==> src/rtl/amt_pkg.sv <==
// ----------------------------------------------------------------------------
// Alarm match table package
// Shared types and codes for the alarm match table: command codes, the
// stored entry layout, the input word layout and the sequencer states.
// ----------------------------------------------------------------------------
package amt_pkg;

  // Command codes carried in the cmd field of an input word.
  typedef enum logic [2:0] {
    CMD_ADD     = 3'd0,
    CMD_DELETE  = 3'd1,
    CMD_ENABLE  = 3'd2,
    CMD_DISABLE = 3'd3,
    CMD_UPDATE  = 3'd4,
    CMD_CHECK   = 3'd5
  } cmd_e;

  // Result status codes.
  localparam logic STATUS_OK     = 1'b0;
  localparam logic STATUS_REJECT = 1'b1;

  // One stored alarm entry.
  typedef struct packed {
    logic [4:0] hour;
    logic [5:0] minute;
    logic [5:0] second;
    logic       enabled;
    logic       repeating;
  } entry_t;

  localparam int unsigned ENTRY_W = $bits(entry_t);

  // One input word as held while the sequencer works on it.
  typedef struct packed {
    logic [2:0] cmd;
    logic [7:0] entry_index;
    logic [4:0] time_hour;
    logic [5:0] time_minute;
    logic [5:0] time_second;
    logic       entry_enabled;
    logic       entry_repeat;
  } in_item_t;

  // Sequencer states.
  typedef enum logic [2:0] {
    ST_IDLE,
    ST_DECODE,
    ST_DEL_RD,
    ST_DEL_WR,
    ST_RMW_WR,
    ST_CHK_RD,
    ST_CHK_CMP,
    ST_DONE
  } state_e;

endpackage

==> src/rtl/amt_if.sv <==
// ----------------------------------------------------------------------------
// Alarm match table stream interfaces
// Valid/ready channels for command words into the table and result words
// out of it. A word moves at a rising edge where valid and ready are high.
// ----------------------------------------------------------------------------

// Command channel.
interface amt_in_if;
  logic       valid;
  logic       ready;
  logic [2:0] cmd;
  logic [7:0] entry_index;
  logic [4:0] time_hour;
  logic [5:0] time_minute;
  logic [5:0] time_second;
  logic       entry_enabled;
  logic       entry_repeat;

  modport source (
    output valid, cmd, entry_index, time_hour, time_minute, time_second,
           entry_enabled, entry_repeat,
    input  ready
  );

  modport sink (
    input  valid, cmd, entry_index, time_hour, time_minute, time_second,
           entry_enabled, entry_repeat,
    output ready
  );
endinterface

// Result channel.
interface amt_out_if;
  logic       valid;
  logic       ready;
  logic       status;
  logic       hit;
  logic [3:0] hit_index;
  logic [4:0] entry_count;

  modport source (
    output valid, status, hit, hit_index, entry_count,
    input  ready
  );

  modport sink (
    input  valid, status, hit, hit_index, entry_count,
    output ready
  );
endinterface

==> src/rtl/amt_ram.sv <==
// ----------------------------------------------------------------------------
// Alarm match table RAM
// Generic single write port, single read port RAM with registered read data.
// ----------------------------------------------------------------------------
module amt_ram #(
  parameter int unsigned WIDTH = 19,
  parameter int unsigned DEPTH = 16
) (
  input  logic                                      clk_i,
  input  logic                                      we_i,
  input  logic [((DEPTH > 1) ? $clog2(DEPTH) : 1)-1:0] waddr_i,
  input  logic [WIDTH-1:0]                          wdata_i,
  input  logic [((DEPTH > 1) ? $clog2(DEPTH) : 1)-1:0] raddr_i,
  output logic [WIDTH-1:0]                          rdata_o
);

  logic [WIDTH-1:0] mem_q [DEPTH];
  logic [WIDTH-1:0] rdata_q;

  // Write port and registered read port.
  always_ff @(posedge clk_i) begin
    if (we_i) begin
      mem_q[waddr_i] <= wdata_i;
    end
    rdata_q <= mem_q[raddr_i];
  end

  assign rdata_o = rdata_q;

endmodule

==> src/rtl/alarm_match_table.sv <==
// ----------------------------------------------------------------------------
// Alarm match table
// Compacted table of alarm entries with add, delete, enable, disable, update
// and check commands, run by a small sequencer over one entry RAM.
// ----------------------------------------------------------------------------
// Usage:
//   Command words enter on in_i (valid/ready) and every command returns one
//   result word on out_o (valid/ready). One command is worked on at a time;
//   in_i.ready is high only while the sequencer is idle.
//   Steps per command, with one entry RAM whose single read port has
//   registered data: add and update write the RAM in the decode state;
//   rejected commands go straight to the result; enable and disable read
//   the entry in decode and write it back; delete reads and writes each
//   entry above the deleted index to shift it down; check reads and
//   compares from index 0 until a hit or the end of the table.
//   Each entry touched costs one RAM read and one compare or write; the
//   next word can be taken in the cycle after the result is loaded.
//   The result sits in an output register; while the receiver stalls, a new
//   command may still be accepted and run, and it waits for the register
//   before finishing. Reset empties the table (the count goes to zero) and
//   drops any pending result; the RAM is not cleared.
// ----------------------------------------------------------------------------
module alarm_match_table #(
  parameter int unsigned MAX_ENTRIES = 16
) (
  input  logic      clk_i,
  input  logic      rst_ni,
  amt_in_if.sink    in_i,
  amt_out_if.source out_o
);

  localparam int unsigned IW   = (MAX_ENTRIES > 1) ? $clog2(MAX_ENTRIES) : 1;
  localparam int unsigned CW   = $clog2(MAX_ENTRIES + 1);
  localparam int unsigned CMPW = CW + 8;

  amt_pkg::state_e   state_q, state_d;
  amt_pkg::in_item_t item_q, item_d;
  logic [CW-1:0]     ptr_q, ptr_d;
  logic [CW-1:0]     count_q, count_d;
  logic              status_q, status_d;
  logic              hit_q, hit_d;

  logic              out_valid_q, out_valid_d;
  logic              out_status_q;
  logic              out_hit_q;
  logic [3:0]        out_hit_index_q;
  logic [4:0]        out_count_q;

  logic              ram_we;
  logic [IW-1:0]     ram_waddr;
  amt_pkg::entry_t   ram_wdata;
  logic [IW-1:0]     ram_raddr;
  amt_pkg::entry_t   ram_rdata;

  logic              in_fire;
  logic              out_load;
  logic              full;
  logic              idx_ok;
  logic [CW-1:0]     ptr_inc;
  logic              shift_more;
  logic              scan_more;
  logic              match;
  logic [CMPW-1:0]   idx_ext;
  logic [CMPW-1:0]   count_ext;
  amt_pkg::entry_t   new_entry;
  amt_pkg::cmd_e     cmd;

  // Entry storage.
  amt_ram #(
    .WIDTH (amt_pkg::ENTRY_W),
    .DEPTH (MAX_ENTRIES)
  ) u_ram (
    .clk_i   (clk_i),
    .we_i    (ram_we),
    .waddr_i (ram_waddr),
    .wdata_i (ram_wdata),
    .raddr_i (ram_raddr),
    .rdata_o (ram_rdata)
  );

  // Handshakes.
  assign in_i.ready = (state_q == amt_pkg::ST_IDLE);
  assign in_fire    = in_i.valid && in_i.ready;
  assign out_load   = (state_q == amt_pkg::ST_DONE) && (!out_valid_q || out_o.ready);

  // Shared compare and increment unit for the sequencer.
  assign cmd        = amt_pkg::cmd_e'(item_q.cmd);
  assign idx_ext    = CMPW'(item_q.entry_index);
  assign count_ext  = CMPW'(count_q);
  assign idx_ok     = idx_ext < count_ext;
  assign full       = (count_q == CW'(MAX_ENTRIES));
  assign ptr_inc    = ptr_q + CW'(1);
  assign shift_more = ptr_inc < count_q;
  assign scan_more  = ptr_q < count_q;
  assign match      = ram_rdata.enabled &&
                      (ram_rdata.hour == item_q.time_hour) &&
                      (ram_rdata.minute == item_q.time_minute) &&
                      (ram_rdata.second == item_q.time_second);

  assign new_entry.hour      = item_q.time_hour;
  assign new_entry.minute    = item_q.time_minute;
  assign new_entry.second    = item_q.time_second;
  assign new_entry.enabled   = item_q.entry_enabled;
  assign new_entry.repeating = item_q.entry_repeat;

  // Next state.
  always_comb begin
    state_d = state_q;
    case (state_q)
      amt_pkg::ST_IDLE: begin
        if (in_fire) begin
          state_d = amt_pkg::ST_DECODE;
        end
      end
      amt_pkg::ST_DECODE: begin
        case (cmd)
          amt_pkg::CMD_DELETE: begin
            state_d = idx_ok ? amt_pkg::ST_DEL_RD : amt_pkg::ST_DONE;
          end
          amt_pkg::CMD_ENABLE,
          amt_pkg::CMD_DISABLE: begin
            state_d = idx_ok ? amt_pkg::ST_RMW_WR : amt_pkg::ST_DONE;
          end
          amt_pkg::CMD_CHECK: begin
            state_d = amt_pkg::ST_CHK_RD;
          end
          default: begin
            state_d = amt_pkg::ST_DONE;
          end
        endcase
      end
      amt_pkg::ST_DEL_RD: begin
        state_d = shift_more ? amt_pkg::ST_DEL_WR : amt_pkg::ST_DONE;
      end
      amt_pkg::ST_DEL_WR: begin
        state_d = amt_pkg::ST_DEL_RD;
      end
      amt_pkg::ST_RMW_WR: begin
        state_d = amt_pkg::ST_DONE;
      end
      amt_pkg::ST_CHK_RD: begin
        state_d = scan_more ? amt_pkg::ST_CHK_CMP : amt_pkg::ST_DONE;
      end
      amt_pkg::ST_CHK_CMP: begin
        state_d = match ? amt_pkg::ST_DONE : amt_pkg::ST_CHK_RD;
      end
      amt_pkg::ST_DONE: begin
        if (out_load) begin
          state_d = amt_pkg::ST_IDLE;
        end
      end
      default: begin
        state_d = amt_pkg::ST_IDLE;
      end
    endcase
  end

  // Datapath control: RAM ports, pointer, count and working result.
  always_comb begin
    item_d    = item_q;
    ptr_d     = ptr_q;
    count_d   = count_q;
    status_d  = status_q;
    hit_d     = hit_q;
    ram_we    = 1'b0;
    ram_waddr = ptr_q[IW-1:0];
    ram_wdata = ram_rdata;
    ram_raddr = ptr_q[IW-1:0];
    case (state_q)
      amt_pkg::ST_IDLE: begin
        if (in_fire) begin
          item_d.cmd           = in_i.cmd;
          item_d.entry_index   = in_i.entry_index;
          item_d.time_hour     = in_i.time_hour;
          item_d.time_minute   = in_i.time_minute;
          item_d.time_second   = in_i.time_second;
          item_d.entry_enabled = in_i.entry_enabled;
          item_d.entry_repeat  = in_i.entry_repeat;
          status_d             = amt_pkg::STATUS_OK;
          hit_d                = 1'b0;
        end
      end
      amt_pkg::ST_DECODE: begin
        case (cmd)
          amt_pkg::CMD_ADD: begin
            if (full) begin
              status_d = amt_pkg::STATUS_REJECT;
            end else begin
              ram_we    = 1'b1;
              ram_waddr = count_q[IW-1:0];
              ram_wdata = new_entry;
              count_d   = count_q + CW'(1);
            end
          end
          amt_pkg::CMD_DELETE: begin
            if (!idx_ok) begin
              status_d = amt_pkg::STATUS_REJECT;
            end else begin
              ptr_d = CW'(item_q.entry_index);
            end
          end
          amt_pkg::CMD_ENABLE,
          amt_pkg::CMD_DISABLE: begin
            if (!idx_ok) begin
              status_d = amt_pkg::STATUS_REJECT;
            end else begin
              ram_raddr = IW'(item_q.entry_index);
              ptr_d     = CW'(item_q.entry_index);
            end
          end
          amt_pkg::CMD_UPDATE: begin
            if (!idx_ok) begin
              status_d = amt_pkg::STATUS_REJECT;
            end else begin
              ram_we    = 1'b1;
              ram_waddr = IW'(item_q.entry_index);
              ram_wdata = new_entry;
            end
          end
          amt_pkg::CMD_CHECK: begin
            ptr_d = '0;
          end
          default: begin
            status_d = amt_pkg::STATUS_REJECT;
          end
        endcase
      end
      amt_pkg::ST_DEL_RD: begin
        // Fetch the next entry down, or close the table at the end.
        if (shift_more) begin
          ram_raddr = ptr_inc[IW-1:0];
        end else begin
          count_d = count_q - CW'(1);
        end
      end
      amt_pkg::ST_DEL_WR: begin
        ram_we    = 1'b1;
        ram_wdata = ram_rdata;
        ptr_d     = ptr_inc;
      end
      amt_pkg::ST_RMW_WR: begin
        ram_we            = 1'b1;
        ram_wdata         = ram_rdata;
        ram_wdata.enabled = (cmd == amt_pkg::CMD_ENABLE);
      end
      amt_pkg::ST_CHK_RD: begin
        ram_raddr = ptr_q[IW-1:0];
      end
      amt_pkg::ST_CHK_CMP: begin
        // A single shot alarm disarms itself on a hit.
        if (match) begin
          hit_d = 1'b1;
          if (!ram_rdata.repeating) begin
            ram_we            = 1'b1;
            ram_wdata         = ram_rdata;
            ram_wdata.enabled = 1'b0;
          end
        end else begin
          ptr_d = ptr_inc;
        end
      end
      default: begin
      end
    endcase
  end

  // Result register valid.
  always_comb begin
    out_valid_d = out_valid_q;
    if (out_load) begin
      out_valid_d = 1'b1;
    end else if (out_o.ready) begin
      out_valid_d = 1'b0;
    end
  end

  // Control registers.
  always_ff @(posedge clk_i or negedge rst_ni) begin
    if (!rst_ni) begin
      state_q     <= amt_pkg::ST_IDLE;
      count_q     <= '0;
      out_valid_q <= 1'b0;
    end else begin
      state_q     <= state_d;
      count_q     <= count_d;
      out_valid_q <= out_valid_d;
    end
  end

  // Working registers.
  always_ff @(posedge clk_i) begin
    item_q   <= item_d;
    ptr_q    <= ptr_d;
    status_q <= status_d;
    hit_q    <= hit_d;
  end

  // Result payload register.
  always_ff @(posedge clk_i) begin
    if (out_load) begin
      out_status_q    <= status_q;
      out_hit_q       <= hit_q;
      out_hit_index_q <= hit_q ? 4'(ptr_q) : 4'd0;
      out_count_q     <= 5'(count_q);
    end
  end

  assign out_o.valid       = out_valid_q;
  assign out_o.status      = out_status_q;
  assign out_o.hit         = out_hit_q;
  assign out_o.hit_index   = out_hit_index_q;
  assign out_o.entry_count = out_count_q;

endmodule
==> src/flat_wrapper.sv <==
// flat-port wrapper written by rule: the top's interface ports become plain ports
module alarm_match_table_flat 
#(
  parameter int unsigned MAX_ENTRIES = 16
)
  (clk_i, rst_ni, in_i_valid, in_i_cmd, in_i_entry_index, in_i_time_hour, in_i_time_minute, in_i_time_second, in_i_entry_enabled, in_i_entry_repeat, in_i_ready, out_o_valid, out_o_status, out_o_hit, out_o_hit_index, out_o_entry_count, out_o_ready);
  amt_in_if in_i_i ();
  amt_out_if out_o_i ();
  input  logic clk_i;
  input  logic rst_ni;
  input wire logic [$bits(in_i_i.valid)-1:0] in_i_valid;
  input wire logic [$bits(in_i_i.cmd)-1:0] in_i_cmd;
  input wire logic [$bits(in_i_i.entry_index)-1:0] in_i_entry_index;
  input wire logic [$bits(in_i_i.time_hour)-1:0] in_i_time_hour;
  input wire logic [$bits(in_i_i.time_minute)-1:0] in_i_time_minute;
  input wire logic [$bits(in_i_i.time_second)-1:0] in_i_time_second;
  input wire logic [$bits(in_i_i.entry_enabled)-1:0] in_i_entry_enabled;
  input wire logic [$bits(in_i_i.entry_repeat)-1:0] in_i_entry_repeat;
  output wire logic [$bits(in_i_i.ready)-1:0] in_i_ready;
  output wire logic [$bits(out_o_i.valid)-1:0] out_o_valid;
  output wire logic [$bits(out_o_i.status)-1:0] out_o_status;
  output wire logic [$bits(out_o_i.hit)-1:0] out_o_hit;
  output wire logic [$bits(out_o_i.hit_index)-1:0] out_o_hit_index;
  output wire logic [$bits(out_o_i.entry_count)-1:0] out_o_entry_count;
  input wire logic [$bits(out_o_i.ready)-1:0] out_o_ready;
  assign in_i_i.valid = in_i_valid;
  assign in_i_i.cmd = in_i_cmd;
  assign in_i_i.entry_index = in_i_entry_index;
  assign in_i_i.time_hour = in_i_time_hour;
  assign in_i_i.time_minute = in_i_time_minute;
  assign in_i_i.time_second = in_i_time_second;
  assign in_i_i.entry_enabled = in_i_entry_enabled;
  assign in_i_i.entry_repeat = in_i_entry_repeat;
  assign in_i_ready = in_i_i.ready;
  assign out_o_valid = out_o_i.valid;
  assign out_o_status = out_o_i.status;
  assign out_o_hit = out_o_i.hit;
  assign out_o_hit_index = out_o_i.hit_index;
  assign out_o_entry_count = out_o_i.entry_count;
  assign out_o_i.ready = out_o_ready;
  alarm_match_table #(.MAX_ENTRIES(MAX_ENTRIES)) u_core (.clk_i(clk_i), .rst_ni(rst_ni), .in_i(in_i_i), .out_o(out_o_i));
endmodule
==> config.mk <==
export PLATFORM = sky130hd
export DESIGN_NAME = alarm_match_table_flat
export DESIGN_NICKNAME = d
export VERILOG_FILES = /design/src/rtl/amt_pkg.sv /design/src/rtl/amt_if.sv /design/src/rtl/amt_ram.sv /design/src/rtl/alarm_match_table.sv /design/src/flat_wrapper.sv
export SDC_FILE = /design/constraint.sdc
export NUM_CORES = 1
export LEC_CHECK = 0
export BUFFER_PORTS_ARGS = -buffer_cell sky130_fd_sc_hd__buf_2
export CORE_MARGIN = 4
export CORE_UTILIZATION = 43
export CTS_CLUSTER_SIZE = 8
export DETAILED_ROUTE_END_ITERATION = 8
export PLACE_DENSITY_LB_ADDON = 0.12
export SLEW_MARGIN = 5
export SYNTH_ARGS = -nofsm -noshare
export SYNTH_HDL_FRONTEND = slang
export SYNTH_HIERARCHICAL = 1
export SYNTH_SLANG_ARGS = --single-unit
==> constraint.sdc <==
create_clock -name clk_i -period 13.8 [get_ports clk_i]
set_clock_uncertainty 0.1 [all_clocks]
set_input_delay 1.38 -clock clk_i [delete_from_list [all_inputs] [get_ports clk_i]]
set_output_delay 1.38 -clock clk_i [all_outputs]
set_load 0.1 [all_outputs]
==> run summary <==
The clock-pin slew of the registers on the worst-case setup and hold paths is 0.05 ns. The clock latency of the later-clocked register in the worst-skew pair came out at 0.56 ns. The largest individual stage delay along the critical path comes from the cell sky130_fd_sc_hd__a221o_4. The number of hold violations in the final report is 0.

Static timing analysis puts the maximum clock frequency at 187.5 MHz. Port buffering added 46 buffers. The dominant delay contributor by cell family on the critical path is compound AO/OA/AOI/OAI gates. The worst register-to-register path ends at u_core/u_ram/rdata_o[6].

At the end of routability-driven placement, the weighted congestion stood at 0.8921. The synthesized design contains 352 enable-type register cells. The initial utilization of the core area, before any placement, comes to 43.89%. Wires add up to 37750 microns.

The longest clock path from root to sink contains 3 buffers. After synthesis, the netlist uses 57 different library cells. The leading cell type in the layout, fill and taps excluded is sky130_fd_sc_hd__edfxtp_1.

The remaining global-route overflow came out at 0. The predominant post-synthesis flop cell is sky130_fd_sc_hd__edfxtp_1. After Yosys synthesis, XOR and XNOR cells account for 1.380% of the synthesized area. The critical path goes through inv_1 > ha_1 > or4_4 > a21o_2 > a31oi_1 > nand2_1 > nor2_1 > a221o_4 > buf_4 > mux4_2 > a22oi_1 > nand2_1.

The die covers 0.03851 sq mm. In this run the worst setup path begins at u_core/count_q[4]. The minimum clock period after layout is 5.334 ns. The total of fill cells in the finished design came out at 2831. The sequential share of the synthesized area came out at 73.35%. The run finished with clean final reports. The total of flip-flops plus latches after synthesis is 380. In the synthesized netlist the async set-or-reset flop fraction comes to 2.368%. TritonCTS built the clock tree. After synthesis the cells add up to 0.01524 sq mm. Counting stages on the worst path, the most repeated cell is sky130_fd_sc_hd__nand2_1. The combinational family with the most area after synthesis is multiplexers. The number of hold-repair buffers added at the cts stage is 0. The per-instance average area after synthesis is 18.36 sq um. The leakage power is 0.005859 uW. The most critical setup path has its endpoint at u_core/u_ram/rdata_o[6]. Clock tree synthesis selected as its root buffer the cell sky130_fd_sc_hd__clkbuf_16. The depth of the critical timing path with buffers and inverters included is 12. The floorplan has 68 rows. The count of yosys warnings during synthesis came out at 6.

The antenna violation net count after detailed routing is 0. For this run, the slowest stage of the critical path takes 0.79 ns. In the final routed layout, each cell accounts on average for 26.89 microns. Summing the areas of all fa, ha and maj instances in the mapped netlist gives 1.445% of the synthesized area.

The number of buffers added for setup after CTS is 0. The reg-to-reg startpoint is u_core/count_q[4]. The initial antenna violation count was 0.

Summing all placed instances gives a cell area of 0.01608 sq mm. The die span in x is 196.2 microns. Dividing the detail-routed via count by the number of cells gives 5.824. The first TritonRoute pass finished after 7 iterations. The slew at the pin closest to its max-slew limit came out at 1.159 ns. The count of final max-slew check failures is 0.

The H-tree level count is 2. The net count of the mapped netlist is 881. The mux cell area share after synthesis came out at 12.26%. The total number of vias is 8177.

Power spread over the standard cell area amounts to 245.8 mW/mm^2. The worst hold path belongs to the class reg2reg. Across the VDD grid, the largest voltage drop is 192.8 uV. The area growth from synthesis to final layout is 15.50%. For this run, design rule violations remaining after detail routing come to 0.

The combined buffer and inverter count along the critical path came out at 2. The worst setup path is captured at a register. The highest net fanout along the worst path is 41. The worst setup path is of the reg2reg kind.

Summing the areas of all compound-gate instances in the mapped netlist gives 5.256% of the synthesized area. The global routing usage summed across all routing layers came out at 19.63%. At the placement stage, the worst setup path has a slack of 8.404 ns. Max-cap violations in this run came to 0. The minimum setup slack in the final design is 8.466 ns. The worst path arrival time is 5.67 ns.

The worst slew margin relative to its limit is 22.71%. The clock sink total came out at 380. The total of cells resized after clock tree synthesis came out at 0. In this run the count of I/O pins placed on the die edge is 47. The area share of and/or/nand/nor cells after synthesis is 4.525%.

The worst endpoint required time came out at 14.13 ns. The final count of negative-setup-slack endpoints came out at 0. The first global-routing pass estimated 55520 microns of wire. The number of nets in the layout came out at 961. The via count of the first global-routing pass was 8533. The worst setup path is launched from a register. The total power consumption of the routed design came out at 4325 uW. The final cell area excluding filler cells came out at 0.01760 sq mm.

The region available for standard cell placement spans 0.03471 sq mm. The count of inserted antenna diode cells is 0. Leaving out fill and tap cells, the most frequent cells in the layout are 352 x sky130_fd_sc_hd__edfxtp_1, 76 x sky130_fd_sc_hd__mux4_2, 54 x sky130_fd_sc_hd__clkbuf_16. The detailed-placement wirelength estimate came out at 21470 microns. In this run the register-to-register setup slack is 8.47 ns. The floorplan die height came out at 196.2 microns. Setup repair after global routing left no endpoint under its margin.

After routing, the total negative slack on setup checks comes to 0 ns. The depth of the worst register-to-register path is 12. The number of DRC markers after the initial detailed-route iteration came out at 717.

The number of buffers inserted during clock tree synthesis came out at 53. The share of the clock period used by the worst path after layout came out at 38.65%. The maximum number of pins on one net before global-route repair is 42.

In the synthesized netlist, the number of instances is 830. The ratio of cells with drive above 1 in the final layout is 24.03%.
==> per-layer routing <==
| metal | vias up | wire, microns | track usage (%) |
|---|---|---|---|
| met2 | 309 | 18830 | 32.67 |
| met4 | 0 | 1099 | 6.646 |
| met5 | - | 0 | 0 |
| met3 | 76 | 2438 | 3.417 |
| li1 | 3527 | - | - |
| met1 | 4265 | 15380 | 26.44 |
==> cell type report <==
cell class / count / area [sq um] / share of cell area (%)
tap: 455 / 569.3 / 3.235
multi-input combinational: 395 / 3923 / 22.29
clock inverter: 2 / 21.27 / 0.1209
sequential: 380 / 11180 / 63.51
inverter: 19 / 71.32 / 0.4053
timing repair buffer: 61 / 342.8 / 1.948
clock buffer: 92 / 1494 / 8.490
==> cells in the mapped netlist, drive strengths merged, types with 3 or more instances <==
master,n,share of area [%]
nand3,15,0.49
nand2,47,1.2
a32oi,3,0.17
xor2,19,1.1
o21ai,17,0.56
and2,8,0.33
o211ai,4,0.20
dfxtp,19,2.5
nor2,39,0.98
a22oi,39,1.9
inv,18,0.44
mux2i,7,0.46
nor2b,6,0.25
clkbuf,16,0.40
dfrtp,9,1.5
ha,16,1.3
buf,20,0.91
nor4,4,0.16
edfxtp,352,69
nand2b,6,0.25
xnor2,5,0.29
mux2,7,0.57
o22ai,3,0.12
a21oi,24,0.79
a21o,5,0.25
mux4,76,11
a211oi,4,0.28
nor3,9,0.30
a31oi,7,0.29
==> cells by family after synthesis <==
logic type	Yosys count
multiplexers	90
AND/OR/NAND/NOR	147
AO/OA/AOI/OAI	117
flip-flops	380
buffers and inverters	55
adder cells (fa/ha/maj)	17
XOR/XNOR	24
==> metrics by stage <==
step / hold slack, ns / util, % / cells
2_1_floorplan: 0.3003 / - / 830
3_3_place_gp: 0.3530 / 46.33 / 1310
3_5_place_dp: 0.3553 / 46.33 / 1310
4_1_cts: 0.3676 / 50.69 / 1404
5_1_grt: 0.3707 / 50.69 / 1404
6_report: 0.3659 / 50.69 / 1404
==> worst min path at each step <==
stage	endpoint	cells past startpoint	slack, ns	from
after floorplan	u_core/out_o.status	0	0.30	u_core/status_q
after global placement	u_core/out_o.status	0	0.35	u_core/status_q
after global routing	u_core/out_o.status	0	0.37	u_core/status_q
after CTS	u_core/out_o.status	0	0.37	u_core/status_q
after detailed placement	u_core/out_o.status	0	0.36	u_core/status_q
final	u_core/out_o.status	0	0.37	u_core/status_q
==> flip-flops by register name (all words and copies together) (netlist names) <==
signal                    count
u_core/out_o.hit_index        4
u_core/count_q                5
u_core/idx_ext                8
u_core/out_o.entry_count      5
u_core/out_o.valid            1
u_core/item_q                19
u_core/u_ram/rdata_o         19
u_core/cmd                    3
u_core/out_o.status           1
u_core/status_q               1
u_core/ptr_q                  5
u_core/hit_q                  1
u_core/u_ram/mem_q          304
u_core/out_o.hit              1
u_core/state_q                3
==> power breakdown <==
group          switching [uW]  internal (uW)
clock                     450            722
combinational             920            554
sequential                100           1580
total                    1470           2850
No activity file was read; power rests on OpenSTA's default activity.
